$ cat config.mk
export PLATFORM = sky130hd
export DESIGN_NAME = html_text_stripper_flat
export DESIGN_NICKNAME = d
export VERILOG_FILES = /design/src/hw/rtl/hts_pkg.sv /design/src/hw/rtl/hts_in_if.sv /design/src/hw/rtl/hts_out_if.sv /design/src/hw/rtl/hts_front.sv /design/src/hw/rtl/hts_fifo.sv /design/src/hw/rtl/hts_back.sv /design/src/hw/rtl/html_text_stripper.sv /design/src/flat_wrapper.sv
export SDC_FILE = /design/constraint.sdc
export NUM_CORES = 1
export LEC_CHECK = 0
export CORE_UTILIZATION = 50
export CTS_CLUSTER_SIZE = 16
export DETAILED_ROUTE_END_ITERATION = 6
export DONT_BUFFER_PORTS = 1
export HOLD_SLACK_MARGIN = 0.15
export RECOVER_POWER = 50
export SKIP_CTS_REPAIR_TIMING = 1
export SLEW_MARGIN = 20
export SYNTH_ARGS = -nofsm -noshare
export SYNTH_HDL_FRONTEND = slang
export SYNTH_SLANG_ARGS = --single-unit
$ cat constraint.sdc
create_clock -name clk -period 4.24 [get_ports clk]
set_input_delay 1.272 -clock clk [delete_from_list [all_inputs] [get_ports clk]]
set_output_delay 1.272 -clock clk [all_outputs]
set_load 0.005 [all_outputs]
$ cat src/hw/rtl/hts_pkg.sv
// Shared types, constants and codes of the HTML text stripper.
`timescale 1ns / 1ps
package hts_pkg;

    // Default width of the per-document emitted byte counter.
    localparam int COUNT_BITS_DEF = 16;

    // Reset value of the text limit register.
    localparam logic [15:0] MAX_TEXT_RESET = 16'd1023;

    // Configuration port.
    localparam int APB_ADDR_BITS = 3;
    localparam int APB_DATA_BITS = 32;
    localparam logic REG_MAX_TEXT = 1'b0;   // register index, taken from paddr[2]

    // Job queue between front and back.
    localparam int QUEUE_DEPTH = 4;
    localparam int QUEUE_PTR_BITS = $clog2(QUEUE_DEPTH);

    // Characters of interest.
    localparam logic [7:0] CH_LT    = 8'h3C;   // <
    localparam logic [7:0] CH_GT    = 8'h3E;   // >
    localparam logic [7:0] CH_BANG  = 8'h21;   // !
    localparam logic [7:0] CH_DASH  = 8'h2D;   // -
    localparam logic [7:0] CH_SPACE = 8'h20;
    localparam logic [7:0] CH_TAB   = 8'h09;
    localparam logic [7:0] CH_LF    = 8'h0A;
    localparam logic [7:0] CH_CR    = 8'h0D;

    // Class of one byte, settled by the front with its lookahead.
    typedef enum logic [2:0] {
        KIND_TEXT,       // visible unless inside markup
        KIND_WS,         // space, tab, LF or CR
        KIND_LT,         // open angle that starts a tag
        KIND_CMT_OPEN,   // open angle followed by "!--"
        KIND_CMT_CLOSE,  // dash followed by "->"
        KIND_GT,         // close angle
        KIND_TERM        // end of document, no byte
    } job_kind_t;

    typedef struct packed {
        job_kind_t   kind;
        logic [7:0]  data;
        logic        fin;    // byte decided in the final step of a document
    } job_t;

endpackage

$ cat src/hw/rtl/hts_in_if.sv
// Input stream channel: raw document bytes.
`timescale 1ns / 1ps
interface hts_in_if;
    logic       valid;
    logic       ready;
    logic [7:0] in_byte;
    logic       doc_last;

    modport source (output valid, output in_byte, output doc_last, input ready);
    modport sink   (input valid, input in_byte, input doc_last, output ready);
endinterface

$ cat src/hw/rtl/hts_out_if.sv
// Output stream channel: extracted text bytes and end markers.
`timescale 1ns / 1ps
interface hts_out_if;
    logic       valid;
    logic       ready;
    logic [7:0] text_byte;
    logic       has_byte;
    logic       end_of_text;

    modport source (output valid, output text_byte, output has_byte, output end_of_text,
                    input ready);
    modport sink   (input valid, input text_byte, input has_byte, input end_of_text,
                    output ready);
endinterface

$ cat src/hw/rtl/hts_front.sv
// Front end: lookahead window, comment delimiter detection and job generation.
`timescale 1ns / 1ps
module hts_front (
    input  logic          clk,
    input  logic          rst_n,
    hts_in_if.sink        in_ch,
    input  logic          q_full,
    output logic          q_push,
    output hts_pkg::job_t q_job
);
    import hts_pkg::*;

    logic [7:0] win_reg [0:3];
    logic [7:0] win_next [0:3];
    logic [2:0] fill_reg, fill_next;
    logic       flush_reg, flush_next;
    logic       acc;

    function automatic job_kind_t classify(input logic [7:0] b, input logic [7:0] la0,
                                           input logic [7:0] la1, input logic [7:0] la2,
                                           input logic [2:0] k);
        job_kind_t r;
        if (b == CH_LT) begin
            if (k >= 3'd3 && la0 == CH_BANG && la1 == CH_DASH && la2 == CH_DASH)
                r = KIND_CMT_OPEN;
            else
                r = KIND_LT;
        end else if (b == CH_DASH && k >= 3'd2 && la0 == CH_DASH && la1 == CH_GT) begin
            r = KIND_CMT_CLOSE;
        end else if (b == CH_GT) begin
            r = KIND_GT;
        end else if (b == CH_SPACE || b == CH_TAB || b == CH_LF || b == CH_CR) begin
            r = KIND_WS;
        end else begin
            r = KIND_TEXT;
        end
        return r;
    endfunction

    assign in_ch.ready = !flush_reg && !q_full;
    assign acc = in_ch.valid && in_ch.ready;

    always_comb
    begin
        win_next   = win_reg;
        fill_next  = fill_reg;
        flush_next = flush_reg;
        q_push     = 1'b0;
        q_job      = '{kind: KIND_TERM, data: 8'd0, fin: 1'b1};

        if (flush_reg) begin
            // Drain the window at document end, lookahead shortened, then terminate.
            if (!q_full) begin
                q_push = 1'b1;
                if (fill_reg != 3'd0) begin
                    q_job = '{kind: classify(win_reg[0], win_reg[1], win_reg[2], win_reg[3],
                                             fill_reg - 3'd1),
                              data: win_reg[0], fin: 1'b1};
                    win_next[0] = win_reg[1];
                    win_next[1] = win_reg[2];
                    win_next[2] = win_reg[3];
                    win_next[3] = 8'd0;
                    fill_next   = fill_reg - 3'd1;
                end else begin
                    flush_next = 1'b0;
                end
            end
        end else if (acc) begin
            if (in_ch.doc_last) begin
                win_next[fill_reg[1:0]] = in_ch.in_byte;
                fill_next  = fill_reg + 3'd1;
                flush_next = 1'b1;
            end else if (fill_reg == 3'd3) begin
                // Full window: decide the oldest byte with three bytes of lookahead.
                q_push = 1'b1;
                q_job  = '{kind: classify(win_reg[0], win_reg[1], win_reg[2], in_ch.in_byte,
                                          3'd3),
                           data: win_reg[0], fin: 1'b0};
                win_next[0] = win_reg[1];
                win_next[1] = win_reg[2];
                win_next[2] = in_ch.in_byte;
            end else begin
                win_next[fill_reg[1:0]] = in_ch.in_byte;
                fill_next = fill_reg + 3'd1;
            end
        end
    end

    always_ff @(posedge clk or negedge rst_n)
    begin
        if (!rst_n) begin
            fill_reg  <= 3'd0;
            flush_reg <= 1'b0;
        end else begin
            fill_reg  <= fill_next;
            flush_reg <= flush_next;
        end
    end

    always_ff @(posedge clk)
    begin
        win_reg <= win_next;
    end

endmodule

$ cat src/hw/rtl/hts_fifo.sv
// Small job queue between the front and back ends.
`timescale 1ns / 1ps
module hts_fifo (
    input  logic          clk,
    input  logic          rst_n,
    input  logic          push,
    input  hts_pkg::job_t push_job,
    output logic          full,
    input  logic          pop,
    output logic          head_vld,
    output hts_pkg::job_t head_job
);
    import hts_pkg::*;

    job_t                    mem_reg [0:QUEUE_DEPTH-1];
    logic [QUEUE_PTR_BITS-1:0] wr_reg, rd_reg;
    logic [QUEUE_PTR_BITS:0]   cnt_reg;

    assign full     = (cnt_reg == (QUEUE_PTR_BITS + 1)'(QUEUE_DEPTH));
    assign head_vld = (cnt_reg != '0);
    assign head_job = mem_reg[rd_reg];

    always_ff @(posedge clk or negedge rst_n)
    begin
        if (!rst_n) begin
            wr_reg  <= '0;
            rd_reg  <= '0;
            cnt_reg <= '0;
        end else begin
            if (push)
                wr_reg <= wr_reg + 1'b1;
            if (pop)
                rd_reg <= rd_reg + 1'b1;
            if (push && !pop)
                cnt_reg <= cnt_reg + 1'b1;
            else if (pop && !push)
                cnt_reg <= cnt_reg - 1'b1;
        end
    end

    always_ff @(posedge clk)
    begin
        if (push)
            mem_reg[wr_reg] <= push_job;
    end

endmodule

$ cat src/hw/rtl/hts_back.sv
// Back end: markup state, space folding, text limit and result beats.
`timescale 1ns / 1ps
module hts_back #(
    parameter int COUNT_BITS = hts_pkg::COUNT_BITS_DEF
) (
    input  logic          clk,
    input  logic          rst_n,
    input  logic [15:0]   max_text,
    input  logic          q_vld,
    input  hts_pkg::job_t q_job,
    output logic          q_pop,
    hts_out_if.source     out_ch
);
    import hts_pkg::*;

    localparam logic [32:0] CNT_MASK = (33'd1 << COUNT_BITS) - 33'd1;

    logic [1:0]            skip_reg, skip_next;
    logic                  tag_reg, tag_next;
    logic                  cmt_reg, cmt_next;
    logic                  sp_reg, sp_next;
    logic [COUNT_BITS-1:0] cnt_reg, cnt_next;
    logic                  lim_reg, lim_next;
    logic                  sub_reg, sub_next;
    logic                  pend_vld_reg, pend_vld_next;
    logic [7:0]            pend_byte_reg, pend_byte_next;
    logic                  o_vld_reg, o_vld_next;
    logic [7:0]            o_byte_reg, o_byte_next;
    logic                  o_has_reg, o_has_next;
    logic                  o_end_reg, o_end_next;

    logic                  out_free;
    logic [32:0]           lim_wide;
    logic [COUNT_BITS-1:0] limit;
    logic                  do_text;
    logic                  beat_vld;
    logic [7:0]            beat_byte;

    // Limit saturates to the largest count the counter can hold.
    assign lim_wide = ({17'd0, max_text} > CNT_MASK) ? CNT_MASK : {17'd0, max_text};
    assign limit    = lim_wide[COUNT_BITS-1:0];
    assign out_free = !o_vld_reg || out_ch.ready;

    assign out_ch.valid       = o_vld_reg;
    assign out_ch.text_byte   = o_byte_reg;
    assign out_ch.has_byte    = o_has_reg;
    assign out_ch.end_of_text = o_end_reg;

    always_comb
    begin
        skip_next      = skip_reg;
        tag_next       = tag_reg;
        cmt_next       = cmt_reg;
        sp_next        = sp_reg;
        cnt_next       = cnt_reg;
        lim_next       = lim_reg;
        sub_next       = sub_reg;
        pend_vld_next  = pend_vld_reg;
        pend_byte_next = pend_byte_reg;
        o_vld_next     = o_vld_reg && !out_ch.ready;
        o_byte_next    = o_byte_reg;
        o_has_next     = o_has_reg;
        o_end_next     = o_end_reg;
        q_pop          = 1'b0;
        do_text        = 1'b0;
        beat_vld       = 1'b0;
        beat_byte      = 8'd0;

        if (q_vld) begin
            if (q_job.kind == KIND_TERM) begin
                if (out_free) begin
                    // Close the document: held beat carries the end flag, else empty marker.
                    q_pop       = 1'b1;
                    o_vld_next  = 1'b1;
                    o_byte_next = pend_vld_reg ? pend_byte_reg : 8'd0;
                    o_has_next  = pend_vld_reg;
                    o_end_next  = 1'b1;
                    skip_next     = 2'd0;
                    tag_next      = 1'b0;
                    cmt_next      = 1'b0;
                    sp_next       = 1'b0;
                    cnt_next      = '0;
                    lim_next      = 1'b0;
                    sub_next      = 1'b0;
                    pend_vld_next = 1'b0;
                end
            end else if (lim_reg) begin
                q_pop = 1'b1;
            end else if (skip_reg != 2'd0) begin
                q_pop     = 1'b1;
                skip_next = skip_reg - 2'd1;
            end else begin
                case (q_job.kind)
                    KIND_CMT_OPEN:
                    begin
                        q_pop     = 1'b1;
                        cmt_next  = 1'b1;
                        skip_next = 2'd3;
                    end
                    KIND_LT:
                    begin
                        q_pop    = 1'b1;
                        tag_next = 1'b1;
                    end
                    KIND_CMT_CLOSE:
                    begin
                        q_pop     = 1'b1;
                        cmt_next  = 1'b0;
                        sp_next   = 1'b1;
                        skip_next = 2'd2;
                    end
                    KIND_GT:
                    begin
                        if (tag_reg) begin
                            q_pop    = 1'b1;
                            tag_next = 1'b0;
                            sp_next  = 1'b1;
                        end else begin
                            do_text = 1'b1;
                        end
                    end
                    default:
                    begin
                        do_text = 1'b1;
                    end
                endcase

                if (do_text) begin
                    if (tag_reg || cmt_reg) begin
                        q_pop = 1'b1;
                    end else if (q_job.kind == KIND_WS) begin
                        q_pop   = 1'b1;
                        sp_next = 1'b1;
                    end else if (out_free) begin
                        if (cnt_reg >= limit) begin
                            // Limit hit: drop everything up to the end of the document.
                            q_pop    = 1'b1;
                            lim_next = 1'b1;
                            sub_next = 1'b0;
                        end else if (sp_reg && !sub_reg) begin
                            beat_vld  = 1'b1;
                            beat_byte = CH_SPACE;
                            cnt_next  = cnt_reg + COUNT_BITS'(1);
                            sub_next  = 1'b1;
                        end else begin
                            beat_vld  = 1'b1;
                            beat_byte = q_job.data;
                            cnt_next  = cnt_reg + COUNT_BITS'(1);
                            sp_next   = 1'b0;
                            sub_next  = 1'b0;
                            q_pop     = 1'b1;
                        end
                    end
                end
            end
        end

        // Final-step beats go through a hold register so the last one can take the end flag.
        if (beat_vld) begin
            if (q_job.fin) begin
                if (pend_vld_reg) begin
                    o_vld_next  = 1'b1;
                    o_byte_next = pend_byte_reg;
                    o_has_next  = 1'b1;
                    o_end_next  = 1'b0;
                end
                pend_vld_next  = 1'b1;
                pend_byte_next = beat_byte;
            end else begin
                o_vld_next  = 1'b1;
                o_byte_next = beat_byte;
                o_has_next  = 1'b1;
                o_end_next  = 1'b0;
            end
        end
    end

    always_ff @(posedge clk or negedge rst_n)
    begin
        if (!rst_n) begin
            skip_reg     <= 2'd0;
            tag_reg      <= 1'b0;
            cmt_reg      <= 1'b0;
            sp_reg       <= 1'b0;
            cnt_reg      <= '0;
            lim_reg      <= 1'b0;
            sub_reg      <= 1'b0;
            pend_vld_reg <= 1'b0;
            o_vld_reg    <= 1'b0;
        end else begin
            skip_reg     <= skip_next;
            tag_reg      <= tag_next;
            cmt_reg      <= cmt_next;
            sp_reg       <= sp_next;
            cnt_reg      <= cnt_next;
            lim_reg      <= lim_next;
            sub_reg      <= sub_next;
            pend_vld_reg <= pend_vld_next;
            o_vld_reg    <= o_vld_next;
        end
    end

    always_ff @(posedge clk)
    begin
        pend_byte_reg <= pend_byte_next;
        o_byte_reg    <= o_byte_next;
        o_has_reg     <= o_has_next;
        o_end_reg     <= o_end_next;
    end

endmodule

$ cat src/hw/rtl/html_text_stripper.sv
// Top level of the HTML text stripper: config register, front, job queue, back.
//
//  channel  | dir | beat                                   | accepted when
//  ---------+-----+----------------------------------------+---------------------------
//  in_ch    | in  | in_byte[7:0], doc_last                 | in_ch.valid & in_ch.ready
//  out_ch   | out | text_byte[7:0], has_byte, end_of_text  | out_ch.valid & out_ch.ready
//  apb      | in  | max_text_bytes at paddr 0 (16-bit)     | psel & penable & pwrite
//
// Flow: the front takes one input beat per cycle while the queue has room and no
//   drain is running; after a document's last beat it drains each buffered byte
//   and then closes the document. The back pops each dropped byte, emits each
//   visible character, and sends a pending space out first, ahead of the character.
// The four-entry job queue lets front and back stall independently; the output
//   register takes a new beat in the same cycle the old one is taken.
// Reset (rst_n, asynchronous, active low) clears the document state and loads
//   max_text_bytes with 1023.
`timescale 1ns / 1ps
module html_text_stripper #(
    parameter int COUNT_BITS = hts_pkg::COUNT_BITS_DEF
) (
    input  logic                              clk,
    input  logic                              rst_n,
    hts_in_if.sink                            in_ch,
    hts_out_if.source                         out_ch,
    input  logic                              psel,
    input  logic                              penable,
    input  logic                              pwrite,
    input  logic [hts_pkg::APB_ADDR_BITS-1:0] paddr,
    input  logic [hts_pkg::APB_DATA_BITS-1:0] pwdata,
    output logic [hts_pkg::APB_DATA_BITS-1:0] prdata,
    output logic                              pready
);
    import hts_pkg::*;

    logic [15:0] max_text_reg;
    logic        cfg_wr;
    logic        q_push, q_full, q_pop, q_vld;
    job_t        push_job, head_job;

    // Register file: one register, index taken from paddr[2]; low bits ignored.
    assign pready = 1'b1;
    assign cfg_wr = psel && penable && pwrite && (paddr[2] == REG_MAX_TEXT);
    assign prdata = (paddr[2] == REG_MAX_TEXT) ? {16'd0, max_text_reg} : '0;

    always_ff @(posedge clk or negedge rst_n)
    begin
        if (!rst_n)
            max_text_reg <= MAX_TEXT_RESET;
        else if (cfg_wr)
            max_text_reg <= pwdata[15:0];
    end

    // Front: hold three bytes of lookahead, classify the oldest, push a job.
    hts_front u_front (
        .clk    (clk),
        .rst_n  (rst_n),
        .in_ch  (in_ch),
        .q_full (q_full),
        .q_push (q_push),
        .q_job  (push_job)
    );

    // Queue: decouple classification from emission.
    hts_fifo u_fifo (
        .clk      (clk),
        .rst_n    (rst_n),
        .push     (q_push),
        .push_job (push_job),
        .full     (q_full),
        .pop      (q_pop),
        .head_vld (q_vld),
        .head_job (head_job)
    );

    // Back: track tags and comments, fold whitespace, enforce the limit, emit beats.
    hts_back #(
        .COUNT_BITS (COUNT_BITS)
    ) u_back (
        .clk      (clk),
        .rst_n    (rst_n),
        .max_text (max_text_reg),
        .q_vld    (q_vld),
        .q_job    (head_job),
        .q_pop    (q_pop),
        .out_ch   (out_ch)
    );

endmodule
$ cat src/flat_wrapper.sv
// flat-port wrapper written by rule: the top's interface ports become plain ports
module html_text_stripper_flat import hts_pkg::*;
#(
    parameter int COUNT_BITS = hts_pkg::COUNT_BITS_DEF
)
  (clk, rst_n, psel, penable, pwrite, paddr, pwdata, prdata, pready, in_ch_valid, in_ch_in_byte, in_ch_doc_last, in_ch_ready, out_ch_valid, out_ch_text_byte, out_ch_has_byte, out_ch_end_of_text, out_ch_ready);
  hts_in_if in_ch_i ();
  hts_out_if out_ch_i ();
  input  logic clk;
  input  logic rst_n;
  input  logic psel;
  input  logic penable;
  input  logic pwrite;
  input  logic [hts_pkg::APB_ADDR_BITS-1:0] paddr;
  input  logic [hts_pkg::APB_DATA_BITS-1:0] pwdata;
  output logic [hts_pkg::APB_DATA_BITS-1:0] prdata;
  output logic pready;
  input wire logic [$bits(in_ch_i.valid)-1:0] in_ch_valid;
  input wire logic [$bits(in_ch_i.in_byte)-1:0] in_ch_in_byte;
  input wire logic [$bits(in_ch_i.doc_last)-1:0] in_ch_doc_last;
  output wire logic [$bits(in_ch_i.ready)-1:0] in_ch_ready;
  output wire logic [$bits(out_ch_i.valid)-1:0] out_ch_valid;
  output wire logic [$bits(out_ch_i.text_byte)-1:0] out_ch_text_byte;
  output wire logic [$bits(out_ch_i.has_byte)-1:0] out_ch_has_byte;
  output wire logic [$bits(out_ch_i.end_of_text)-1:0] out_ch_end_of_text;
  input wire logic [$bits(out_ch_i.ready)-1:0] out_ch_ready;
  assign in_ch_i.valid = in_ch_valid;
  assign in_ch_i.in_byte = in_ch_in_byte;
  assign in_ch_i.doc_last = in_ch_doc_last;
  assign in_ch_ready = in_ch_i.ready;
  assign out_ch_valid = out_ch_i.valid;
  assign out_ch_text_byte = out_ch_i.text_byte;
  assign out_ch_has_byte = out_ch_i.has_byte;
  assign out_ch_end_of_text = out_ch_i.end_of_text;
  assign out_ch_i.ready = out_ch_ready;
  html_text_stripper #(.COUNT_BITS(COUNT_BITS)) u_core (.clk(clk), .rst_n(rst_n), .in_ch(in_ch_i), .out_ch(out_ch_i), .psel(psel), .penable(penable), .pwrite(pwrite), .paddr(paddr), .pwdata(pwdata), .prdata(prdata), .pready(pready));
endmodule
==> metrics.txt, run 1 <==
total number of vias 5044; Synth Instances 690; post-synth top area cell edfxtp_1; H-tree levels 4; I/O Buffers 0; P_int 0.00412 W; Post-Place Worst Slack 0.475 ns; clock-pin slew on the worst setup and hold paths 0.06 ns; RR Endpoint u_core.u_fifo.cnt_reg[2]; Seq/Total Area, Yosys 53.1%; Critical Path End Type flop; sequential share of power 42.3%; area grow syn2layout 9.12%; switching share of power 36.9%; RSZ-0062 raised after global routing no; RD Place Congestion 0.871; top-count cell post-synth edfxtp_1; Num CTS Buffers 17; HP Class flop to flop; Remaining DRCs 0; first-pass GRT wire length 25.3 mm; post-route setup slack 0.469 ns; layout cells sized above 1 12.4%; Seq cells post-synth 150; Cell Area, Synth 7830 µm²; Final Critical Period 3.77 ns; Synth Flop Type edfxtp_1; Placed Cells 881; period utilization 88.9%; dpl hpwl 11.1 mm; Worst R2R Setup Slack 0.47 ns; Clock Power Share 22.1%; Max Slew Vio Count 0; drt pass-1 iters 5; starting DRC count in detailed routing 285; worst skew pair latency 0.42 ns; Finished Layout Cells 913; Clock Path Buffers 2; worst setup path endpoint u_core.u_fifo.cnt_reg[2]; root buffer cell clkbuf_16; Power Dens Cells 765 nW/µm²; slew margin rel. 7.82%; Die ar. 16200 µm²; Site Rows 45; max_cap viols 0; Max Freq 265 MHz; Ys Warns 0; Fin. Hold Viols 0; status finished clean; Setup-failing EPs final 0; Reg2Reg Depth 11; nets 771; WP data arrival 4.11 ns; post-route ant nets 0; TritonCTS clock tree built; Leak 3.41 nW; die width 127 µm; Peak VDD IR 0.000484 V; Ant. Diodes 0; worst path required time 4.58 ns; DRT Wirelength 15.3 mm; Core Region 15300 µm²; CP Launch Type flop; vias in the first global route 4976; initial core utilization 51.3%; Logic pwr share 35.7%; Reg2Reg Launch Point u_core.u_fifo.rd_reg[0]; share of the synthesized area in the top cell type 33.7%; total negative setup slack 0 ns; top cells by count, synth 88 x edfxtp_1, 68 x nor2_1, 50 x nand2_1; EDFF count, synth 88; crit-path max FO 15; Avg Synthesized Cell Area 11.3 µm²; end-of-flow core utilization 56.0%; overflow left after global routing 0; Largest register FFs 48; TritonCTS Sinks 150; fill cell instance count of the final layout 1295; Distinct cells, synth 68; leading post-synthesis cells by cell area edfxtp_1 34%, dfrtp_1 13%, ha_1 4.8%; initial antenna violation count 0; Sw Pwr 0.00241 W; Top Ports 96; Via density 5.52; Global Route Usage Sum 20.2%; die height 127 µm; Worst-Margin Slew 1.38 ns; Final Skew 0.00507 ns; kind of critical path flop to flop; DR WL/cell 16.7 µm; crit path from u_core.u_fifo.rd_reg[0]; Synth async-reset ratio 34.7%; hold path startpoint u_core.u_back.pend_byte_reg[7]; pin count of the biggest net entering global routing 53
## area by class of cell
type / instances / area [µm²] / share of cell area (%)
Sequential cell: 150 / 4160 / 48.6
Multi-Input combinational cell: 471 / 3340 / 39.1
Clock buffer: 18 / 429 / 5.02
Tap cell: 211 / 264 / 3.09
Inverter: 40 / 150 / 1.76
Clock inverter: 14 / 141 / 1.65
Timing Repair Buffer: 9 / 63.8 / 0.747
## per-stage QoR
step | hold WS (ns) | total power [W] | area, µm²
6_report | 0.469 | 0.00654 | 8550
5_1_grt | 0.492 | 0.00700 | 8550
4_1_cts | 0.471 | 0.00660 | 8550
3_5_place_dp | 0.457 | 0.00515 | 7980
3_3_place_gp | 0.452 | 0.00505 | 7980
2_1_floorplan | 0.448 | 0.00455 | 7890
## kinds of logic after synthesis
| kind of cell | count (synthesis) | share of synthesized area, % |
|---|---|---|
| xor gates and xnor gates | 21 | 2.35 |
| other | 2 | 0.0959 |
| adders and majority gates | 31 | 5.05 |
| and+or+nand+nor | 239 | 15.8 |
| muxes | 62 | 10.1 |
| DFF | 150 | 53.1 |
| AOI/OAI and AO/OA | 101 | 8.50 |
| buffers and inverters | 84 | 5.05 |
## power groups by stage
stage	logic [W]	clock network, W	registers (W)
2_1_floorplan	0.00194	0	0.00261
3_3_place_gp	0.00229	0	0.00276
3_5_place_dp	0.00236	0	0.00279
4_1_cts	0.00236	0.00147	0.00277
5_1_grt	0.00264	0.00152	0.00284
6_report	0.00233	0.00144	0.00276
## routing by layer
metal	wire length (µm)	vias up	part of all wire, %	GRT usage (%)
met5	0	-	0	0
met4	159	0	1.0	7.14
met3	771	13	5.0	5.15
met2	7130	115	47	31.5
met1	7230	2441	47	27.6
li1	-	2475	-	-
## worst min-delay path by stage
stage | end | slack (ns) | depth (start not counted)
floorplan | u_core.u_back.out_ch.text_byte[6] | 0.45 | 1
global placement | u_core.u_back.out_ch.text_byte[6] | 0.45 | 1
detailed placement | u_core.u_back.out_ch.text_byte[0] | 0.46 | 1
CTS | u_core.u_back.out_ch.text_byte[0] | 0.47 | 1
global route | u_core.u_back.out_ch.text_byte[7] | 0.49 | 1
finish | u_core.u_back.out_ch.text_byte[7] | 0.47 | 1
## critical path, stage by stage (launching register included)
cell and delay (ns):
dfrtp_1 0.53, mux4_2 0.71, or3_4 0.45, a2111oi_4 0.47, inv_1 0.12, a32oi_2 0.28
ha_1 0.24, inv_1 0.06, fa_1 0.37, xor2_1 0.17, nor2_1 0.12, xor2_1 0.16
## placed cells by master (no fill, tap or decap), types with 10 or more instances in the layout
| cell | synthesis | routed |
|---|---|---|
| and2_1 | 20 | 15 |
| nand3_1 | 18 | 18 |
| nand4_1 | 16 | 16 |
| mux4_2 | 12 | 12 |
| nor2_1 | 68 | 68 |
| o21ai_0 | 48 | 48 |
| conb_1 | 2 | 17 |
| dfstp_2 | 10 | 10 |
| inv_1 | 40 | 40 |
| a21oi_1 | 11 | 11 |
| ha_1 | 30 | 30 |
| nand2_1 | 50 | 50 |
| dfxtp_1 | 10 | 10 |
| mux2_2 | 17 | 17 |
| clkbuf_16 | 0 | 17 |
| edfxtp_1 | 88 | 88 |
| mux2i_1 | 33 | 33 |
| and3_1 | 12 | 12 |
| xor2_1 | 13 | 13 |
| dfrtp_1 | 42 | 42 |
(Power assumes the default switching activity.)
==> run 2: changes to the inputs <==
==> constraint.sdc (replaced) <==
create_clock -name clk -period 4.24 [get_ports clk]
set_input_delay 0.212 -clock clk [delete_from_list [all_inputs] [get_ports clk]]
set_output_delay 0.212 -clock clk [all_outputs]
set_load 0.005 [all_outputs]
==> run 2 against run 1 <==
Against the previous run: the run now ends with capacitance limit, slew limit left; clock power about the same; final cell count grew 2.8%; worst hold slack worse by 0.31 ns; worst setup slack worse by 0.014 ns; sequential power hardly changed; register-to-register slack about the same; routed wire length increased by 5.7%; global-route usage rose by 0.40 points; non-clock buffer count rose by 27; critical path depth stayed put; clock skew up 0.0070 ns; first-iteration DRC count up 41%; critical endpoint unchanged.
==> metrics.txt, run 2 (synthesized netlist as in run 1, its figures left out) <==
status complete, but fails checks; failing checks capacitance limit, slew limit; CP Launch Type flop; clock-pin slew on the worst setup and hold paths 0.06 ns (about the same); Top Ports 96 (unchanged); total negative setup slack 0 ns (unchanged); layout cells sized above 1 11.3% (-1.1 points); Final Critical Period 3.79 ns (+0.0138 ns); drt pass-1 iters 5 (unchanged); post-route ant nets 0 (unchanged); dpl hpwl 11.1 mm (-0.15%); most frequent cells in the layout 88 x edfxtp_1, 68 x nor2_1, 50 x nand2_1; area grow syn2layout 12.3%; starting DRC count in detailed routing 403 (+41%); DRT Wirelength 16.1 mm (+5.7%); Site Rows 45 (unchanged); vias in the first global route 5020 (+0.88%); Critical Path End Type flop; Peak VDD IR 0.000494 V (+2.2%); worst path required time 4.59 ns (about the same); period utilization 89.3% (+0.33 points); worst path cell trace mux4_2 > or3_4 > a2111oi_4 > inv_1 > a32oi_2 > ha_1 > inv_1 > fa_1 > xor2_1 > nor2_1 > xor2_1; die width 127 µm (unchanged); DR WL/cell 17.2 µm (+2.7%); H-tree levels 4 (unchanged); Max Freq 264 MHz (-0.37%); Via density 5.57 (+0.84%); WP data arrival 4.13 ns (+0.02 ns); total number of vias 5231 (+3.7%); Clock Path Buffers 2 (unchanged); TritonCTS clock tree built; dpl cell area 7960 µm² (-0.19%); RD Place Congestion 0.858 (-1.5%); Core Region 15300 µm² (unchanged); worst skew pair latency 0.42 ns (about the same); crit-path max cell delay 0.71 ns (about the same); Fin. Hold Viols 0 (unchanged); Power Dens Cells 748 nW/µm² (-2.2%); initial antenna violation count 0 (unchanged); Worst-Margin Slew 2.87 ns (+1.48 ns); root buffer cell clkbuf_16; Global Route Usage Sum 20.6% (+0.40 points); overflow left after global routing 0 (unchanged); Ant. Diodes 0 (unchanged); Die ar. 16200 µm² (unchanged); RSZ-0062 raised after global routing no; Final Instance Area 8790 µm² (+2.9%); critical path's slowest cell mux4_2; kind of critical path flop to flop; Max Slew Vio Count 53 (+53); crit-path max FO 15 (unchanged); Setup-failing EPs final 0 (unchanged); Num CTS Buffers 17 (unchanged); leading cell type in the layout, fill and taps excluded edfxtp_1; max_cap viols 1 (+1); nets 798 (+3.5%); Final Skew 0.0121 ns (+0.00701 ns); first-pass GRT wire length 25.7 mm (+1.4%); Leak 3.51 nW (+2.9%); I/O Buffers 0 (unchanged); die height 127 µm (unchanged); HP Class input port to flop; fill cell instance count of the final layout 1302 (+0.54%); slew margin rel. -91.2% (-99 points); pin count of the biggest net entering global routing 53 (unchanged); Remaining DRCs 0 (unchanged); TritonCTS Sinks 150 (unchanged); Largest register FFs 48 (unchanged); initial core utilization 51.3% (unchanged)
-- run 2: changes by cell type in the layout (fill, tap and decap cells not counted), sizes merged --
cell and change:
buf -2, clkinvlp +1, clkinv -1, dlygate4sd3 +28
-- run 2: metrics by stage --
| step | hold WS, ns | utilization, % | power, W | worst slack (ns) | std cells |
|---|---|---|---|---|---|
| after global routing | 0.173 | 57.6 | 0.00704 | 0.244 | 939 |
| after global placement | -0.0824 | 52.2 | 0.00505 | 0.571 | 879 |
| after CTS | -0.544 | 55.8 | 0.00660 | 0.416 | 910 |
| after detailed placement | -0.0817 | 52.2 | 0.00516 | 0.474 | 879 |
| after floorplan | -0.0836 | - | 0.00455 | 0.870 | 705 |
| final | 0.161 | 57.6 | 0.00658 | 0.455 | 939 |
-- run 2: report_power, final --
group / leakage (nW) / internal (W) / switching, W
Combinational: 1.69 / 0.000967 / 0.00143
Sequential: 1.55 / 0.00235 / 0.000406
Clock: 0.264 / 0.000808 / 0.000616
-- run 2: worst paths after layout --
| kind | start | end | slack, ns | depth (start not counted) |
|---|---|---|---|---|
| setup / recovery | u_core.u_fifo.rd_reg[0] | u_core.u_fifo.cnt_reg[2] | 0.45 | 11 |
| hold / removal | in_ch_valid | u_core.u_fifo.mem_reg[1][0] | 0.16 | 1 |
| setup reg to reg | u_core.u_fifo.rd_reg[0] | u_core.u_fifo.cnt_reg[2] | 0.45 | 11 |
| hold reg to reg | u_core.u_back.pend_byte_reg[6] | u_core.u_back.out_ch.text_byte[6] | 0.47 | 1 |
| max in group asynchronous | rst_n | u_core.max_text_reg[10] | 1.33 | 2 |
| min in group asynchronous | rst_n | u_core.u_back.pend_vld_reg | 1.26 | 2 |
-- run 2: cell type report --
cell class	count	area, µm²	area share, %
flip-flops and latches	150	4160	47.3
multi-input cells	471	3340	38.0
well taps	211	264	3.00
repair buffers	36	333	3.78
clock inverters	14	125	1.42
inverters	40	150	1.71
clock buffers	17	425	4.84
-- run 2: worst max-delay path, delay by kind of cell, from the launching register on --
family | cells | cell delay [ns]
xor gates and xnor gates | 2 | 0.33
AOI/OAI and AO/OA | 2 | 0.74
DFF | 1 | 0.54
and+or+nand+nor | 2 | 0.58
buffers and inverters | 2 | 0.18
muxes | 1 | 0.71
adders and majority gates | 2 | 0.63
-- run 2: routing by layer --
metal | GRT usage (%) | wire length, µm | vias to the layer above
met5 | 0 | 0 | -
met4 | 6.65 | 82 | 0
met3 | 5.11 | 696 | 6
met2 | 33.1 | 7660 | 126
met1 | 27.7 | 7710 | 2566
li1 | - | - | 2533
